$ cat config.mk
export PLATFORM = sky130hd
export DESIGN_NAME = fmpf_cell
export DESIGN_NICKNAME = d
export VERILOG_FILES = /design/src/fmpf_pkg.sv /design/src/fmpf_cell.sv
export SDC_FILE = /design/constraint.sdc
export NUM_CORES = 1
export LEC_CHECK = 0
export ABC_AREA = 1
export BUFFER_PORTS_ARGS = -buffer_cell sky130_fd_sc_hd__clkbuf_2
export CAP_MARGIN = 20
export CORE_AREA = 2 2 231 233
export DETAILED_ROUTE_END_ITERATION = 10
export DIE_AREA = 0 0 233 235
export PLACE_DENSITY = 0.43
export SLEW_MARGIN = 20
export SYNTH_ARGS = -nofsm -noshare
export SYNTH_HDL_FRONTEND = slang
export SYNTH_SLANG_ARGS = --single-unit
$ cat constraint.sdc
create_clock -name clock -period 7.6 [get_ports clock]
set_input_delay 1.52 -clock clock [delete_from_list [all_inputs] [get_ports clock]]
set_output_delay 1.52 -clock clock [all_outputs]
set_load 0.05 [all_outputs]
$ cat src/fmpf_pkg.sv
// ----------------------------------------------------------------------------
// fmpf_pkg
// Shared constants, codes, word layouts and helpers of the packet filter.
// ----------------------------------------------------------------------------
package fmpf_pkg;

   localparam int MAX_RULES   = 16;
   localparam int ADDR_W      = 32;
   localparam int PROTO_W     = 8;
   localparam int PORT_W      = 16;
   localparam int IDX_W       = 4;
   localparam int TOTAL_W     = 5;
   localparam int CNT_W       = $clog2(MAX_RULES + 1);
   localparam int CMP_W       = (CNT_W > IDX_W) ? CNT_W : IDX_W;
   localparam int GROUP_W     = 4;
   localparam int NUM_GROUPS  = (MAX_RULES + GROUP_W - 1) / GROUP_W;
   localparam int PAD_W       = NUM_GROUPS * GROUP_W;
   localparam int CSR_ADDR_W  = 3;
   localparam int CSR_DATA_W  = 32;
   localparam int CSR_IDX_BIT = 2;

   localparam logic [PROTO_W-1:0] PROTO_ANY = PROTO_W'(0);

   typedef enum logic [1:0] {
      OP_CHECK  = 2'd0,
      OP_ADD    = 2'd1,
      OP_DELETE = 2'd2,
      OP_FLUSH  = 2'd3
   } op_type;

   typedef enum logic {
      REG_DEFAULT_VERDICT = 1'b0
   } reg_index_type;

   typedef struct packed {
      logic [ADDR_W-1:0]  src_addr;
      logic [ADDR_W-1:0]  src_netmask;
      logic [ADDR_W-1:0]  dst_addr;
      logic [ADDR_W-1:0]  dst_netmask;
      logic [PROTO_W-1:0] proto;
      logic [PORT_W-1:0]  port_low;
      logic [PORT_W-1:0]  port_high;
      logic               verdict;
   } rule_type;

   typedef struct packed {
      logic [ADDR_W-1:0]  src_addr;
      logic [ADDR_W-1:0]  dst_addr;
      logic [PROTO_W-1:0] proto;
      logic [PORT_W-1:0]  port;
   } pkt_type;

   typedef struct packed {
      logic load;
      logic shift;
      logic live;
   } cell_ctl_type;

   typedef struct packed {
      logic found;
      logic verdict;
   } pick_type;

   // Lowest set hit of a group wins.
   function automatic pick_type first_hit(input logic [GROUP_W-1:0] hits,
                                          input logic [GROUP_W-1:0] verdicts);
      pick_type res;
      res = '0;
      for (int k = GROUP_W - 1; k >= 0; k--) begin
         if (hits[k]) begin
            res.found   = 1'b1;
            res.verdict = verdicts[k];
         end
      end
      return res;
   endfunction

endpackage

$ cat src/fmpf_cell.sv
// ----------------------------------------------------------------------------
// fmpf_cell
// One rule slot: holds a rule, loads or shifts from its neighbor, flags a hit.
// ----------------------------------------------------------------------------
module fmpf_cell (
   input  logic                  clock,
   input  fmpf_pkg::rule_type     load_rule,
   input  fmpf_pkg::rule_type     next_rule,
   input  fmpf_pkg::cell_ctl_type ctl,
   input  fmpf_pkg::pkt_type      pkt,
   output fmpf_pkg::rule_type     rule_out,
   output logic                  hit_out
);
   import fmpf_pkg::*;

   rule_type rule_ff, rule_in;
   logic     hit_ff, hit_in;
   logic     proto_ok, src_ok, dst_ok, port_ok;

   always_comb begin
      priority if (ctl.load) begin
         rule_in = load_rule;
      end else if (ctl.shift) begin
         rule_in = next_rule;
      end else begin
         rule_in = rule_ff;
      end
   end

   // compare the held packet against this slot
   always_comb begin
      proto_ok = (rule_ff.proto == PROTO_ANY) || (rule_ff.proto == pkt.proto);
      src_ok   = ((pkt.src_addr ^ rule_ff.src_addr) & rule_ff.src_netmask) == '0;
      dst_ok   = ((pkt.dst_addr ^ rule_ff.dst_addr) & rule_ff.dst_netmask) == '0;
      port_ok  = (rule_ff.port_high == '0) ||
                 ((pkt.port >= rule_ff.port_low) && (pkt.port <= rule_ff.port_high));
      hit_in   = ctl.live && proto_ok && src_ok && dst_ok && port_ok;
   end

   always_ff @(posedge clock) begin
      rule_ff <= rule_in;
      hit_ff  <= hit_in;
   end

   assign rule_out = rule_ff;
   assign hit_out  = hit_ff;

endmodule

==> Word level (Yosys, flattened, before mapping) <==
Index checks and enable logic that the tools add are counted.
Widths: inputs -> output; s select.
{ "word_totals": {"word_cells": 30, "out_inout_bits": 170, "inputBits": 430, "regBits": 170} }
{ "classes": {"magnitude_cmp": 2, "mux": 2, "eq_ne": 1, "n_bitwise": 4, "n_reduce_logical": 12} }
{ "ops": {"columns": ["operator", "count"], "rows": [
  ["$mux 169", 2],
  ["$and 32x32->32", 2],
  ["$logic_not 32->1", 2],
  ["$xor 32x32->32", 2],
  ["$ge 16x16->1", 1],
  ["$le 16x16->1", 1],
  ["$logic_not 16->1", 1],
  ["$eq 8x8->1", 1],
  ["$logic_not 8->1", 1],
  ["$logic_and 1x1->1", 5],
  ["$logic_or 1x1->1", 2],
  ["$reduce_bool 2->1", 1]
]} }

==> Longest topological paths before layout <==
{ "logic_depth": {"depth_word": 6, "mapped_depth": 16, "ltp_nobuf": 16} }

==> Worst setup path after synthesis <==
No wires, ideal clock.
{ "synth_timing": {"path_type": "input -> register", "from": "in ctl[2] (netlist bit)", "to": "reg rule_ff (netlist bit rule_out[0]), enable pin", "arrival_ps": 4072, "setup_time_ps": 458, "path_stages": 3, "required_ps": 7142, "path_buffers": 2, "slack_ps": 3070, "path_cell_list": "buf_2 buf_1 or2_2"} }
{ "synth_between": {"elab_chain_cells": 1} }
{ "synth_rtl": {"columns": ["item", "line", "source"], "rows": [
  ["start: declaration", "fmpf_cell.sv:9", "input fmpf_pkg::cell_ctl_type ctl,"],
  ["$reduce_bool 2->1 (no line)", null, null],
  ["end signal: assignment", "fmpf_cell.sv:41", "rule_ff <= rule_in;"],
  ["end: declaration", "fmpf_cell.sv:16", "rule_type rule_ff, rule_in;"]
]} }
No other way between the ends.
A chain may end at the register's enable or synchronous reset.

==> Worst setup path in the final report <==
{ "layout_timing": {"from": "in ctl[2] (netlist bit)", "to": "reg rule_ff (netlist bit rule_out[61]), enable pin"} }
Same word-level chain as after synthesis.

==> flow_summary.ini <==
[place]
gp_congestion = 0.863
hpwl_um = 33600
port_buffers = 599

[clocking]
tritoncts.num_buffers = 17
cts-root-buf = clkbuf_16
cts_buffer_depth = 2
clkLatencyLatePin_ns = 0.48
clk_pin_slew_ns = 0.07
cts_tree = yes
cts_setup_buffers = 0
cts_sinks = 170
htree_levels = 4
cts_resized = 0
ctsHoldBuffers = 0

[drt]
viasPerCell = 3.85
drc = 0
route.vias.total = 9670
drt_iter0_markers = 311
ant_nets = 0
wl_per_cell_um = 16.1
firstDrtPassIters = 5
drt_wl_total_um = 40300

[synth]
synth_area_leaders = edfxtp_1 (53%), nand2_1 (27%), inv_1 (4.7%), ha_1 (4.2%), nand3_1 (3.4%)
synth_seq_area_share = 0.532
synth-edff-count = 169
ys.flop_type = edfxtp_1
synth_top_area_cell = edfxtp_1
async_flop_share = 0
synthDistinctLibCells = 24
synth_area_sq_um = 9580
syn-num-nets = 1682
ys_seq_elements = 170
yosys.area.top_type_share = 0.530
synthesis.yosys.warnings = 0
syn_avg_cell_area_sq_um = 7.85
syn_inst = 1220

[worst_hold_path]
hp-class = reg2reg

[power_and_ir_drop]
p_sw_frac = 0.382
p_int_w = 0.00185
power.switching_w = 0.00115
clkPwrFrac = 0.287
p_leak_nw = 7.68
power_density_nw_per_um2 = 216
combPwrFrac = 0.302
p_seq_frac = 0.412
ir_worst_vdd_v = 0.000167

[floorplan]
die_w_um = 233
num_rows = 84
start_util = 0.183
ios = 600
die_y_um = 235
die-area_sq_um = 54800
core_area_sq_um = 52200

[critical_path]
crit_buf_inv = 3
startpoint_type = input pin
worstPathRequired_ns = 7.72
max_stage_delay_ns = 0.62
arrival_ns = 3.51
cp_max_fo = 51
worstSetupPathType = in2reg
end_kind = flop
cpMostUsedCell = buf_4
cp_top_family = buffers and inverters
crit_chain = buf_6, or2_4, buf_4, buf_4
cp_slowest_cell = buf_4

[sta]
hold_viol_final = 0
maxClockFrequency_mhz = 295
min_period_ns = 3.39
rsz0062_at_grt = false
hold_ws_ns = 0.710
setup_viol = 0
fin_setup_tns_ns = 0
skew_ns = 0.00950
relSlewSlack = 0.399
slew_violations = 0
period_share = 0.446
worst_pin_slew_ns = 0.901

[global_routing]
grt_start_max_net_pins = 94
grt_overflow = 0
antenna_found_initial = 2
grt_pass1_vias = 9517
grt_usage = 0.144
grt_first_pass_wirelength_um = 57000

[layout]
drive_gt1_frac = 0.351
multiInputGateArea_sq_um = 3860
fillers = 5809
fin_nets = 2269
seqCellArea_sq_um = 5090
syn_to_final_growth_pct = 44.9

[job]
drv_cap = 0

[run_status]
status = complete, no violations
==> per-layer routing <==
metal,vias to the layer above,GRT usage,wire [um]
li1,5001,-,-
met1,4297,0.165,16700
met2,343,0.255,20200
met3,27,0.0456,2830
met4,2,0.0421,596
met5,-,0,10
==> tightest hold or removal path: cells and delay by family (launching register included) <==
kind          cells  cell delay [ns]
buf+inv           1             0.03
simple gates      4             0.25
flops             1             0.38
==> cell type report <==
type / count / area share
flip-flops and latches: 170 / 0.367
clock inverters: 14 / 0.00892
diodes: 1 / 0.000180
repair buffers: 605 / 0.220
well taps: 688 / 0.0620
inverters: 122 / 0.0333
clock buffers: 18 / 0.0309
multi-input cells: 891 / 0.278
==> placed cells by master (no fill, tap or decap), types with 2 or more instances in the layout <==
cell type	Yosys	layout
ha_1	32	32
clkbuf_2	0	598
nand3_1	65	65
nand4_1	2	2
nor4_1	4	4
or2_0	3	3
inv_6	0	4
edfxtp_1	169	169
buf_4	0	6
clkinv_4	0	3
clkbuf_16	0	17
inv_1	121	121
clkinvlp_4	0	3
nor3_1	4	4
clkinv_2	0	3
xor2_1	2	2
xnor2_1	5	5
nor2_1	32	32
o21ai_0	5	5
or2_1	20	20
a21oi_1	15	15
nand2_1	697	697
==> synthesized netlist by cell type, drive strengths merged, types with 4 or more instances <==
library cell,count
nand2,697
edfxtp,169
inv,122
nand3,66
ha,32
nor2,32
or2,25
buf,24
a21oi,15
clkbuf,13
o21ai,5
xnor2,5
nor3,4
nor4,4
==> final timing paths <==
kind,startpoint,to,slack [ns],depth (start not counted)
setup / recovery,ctl[2],rule_out[61],4.21,4
hold / removal,rule_out[5],hit_out,0.71,5
setup reg to reg,rule_out[161],hit_out,5.77,10
hold reg to reg,rule_out[5],hit_out,0.71,5
==> power groups by stage <==
| stage | logic (W) | registers, W | clock network, W |
|---|---|---|---|
| after floorplan | 0.000230 | 0.00160 | 0 |
| after global placement | 0.000923 | 0.00126 | 0 |
| after detailed placement | 0.000924 | 0.00126 | 0 |
| after CTS | 0.000927 | 0.00124 | 0.000906 |
| after global routing | 0.000986 | 0.00125 | 0.000925 |
| final | 0.000906 | 0.00124 | 0.000860 |
==> flip-flops by register name, summed over array words and instances, names as in the netlist <==
name and cells:
hit_out 1, rule_out 169
==> cell families (layout without fill, tap and decap cells) <==
| logic type | count (synthesis) | in the layout | share of synthesized area |
|---|---|---|---|
| buffers and inverters | 159 | 759 | 0.0653 |
| AOI/OAI and AO/OA | 21 | 21 | 0.0112 |
| xor gates and xnor gates | 7 | 7 | 0.00640 |
| other | 0 | 1 | 0 |
| adders and majority gates | 32 | 32 | 0.0418 |
| DFF | 170 | 170 | 0.532 |
| and+or+nand+nor | 831 | 831 | 0.344 |
==> metrics by stage <==
| step | cell area (sq um) | total power [W] | instances | util | setup WS (ns) |
|---|---|---|---|---|---|
| after global placement | 13300 | 0.00218 | 2476 | 0.255 | 3.67 |
| after CTS | 13900 | 0.00307 | 2508 | 0.266 | 4.18 |
| final | 13900 | 0.00300 | 2509 | 0.266 | 4.21 |
| after detailed placement | 13300 | 0.00218 | 2476 | 0.255 | 3.63 |
| after floorplan | 9580 | 0.00183 | 1220 | - | 3.07 |
| after global routing | 13900 | 0.00316 | 2508 | 0.266 | 4.06 |
Note: power is estimated with default switching activity, not from simulation.
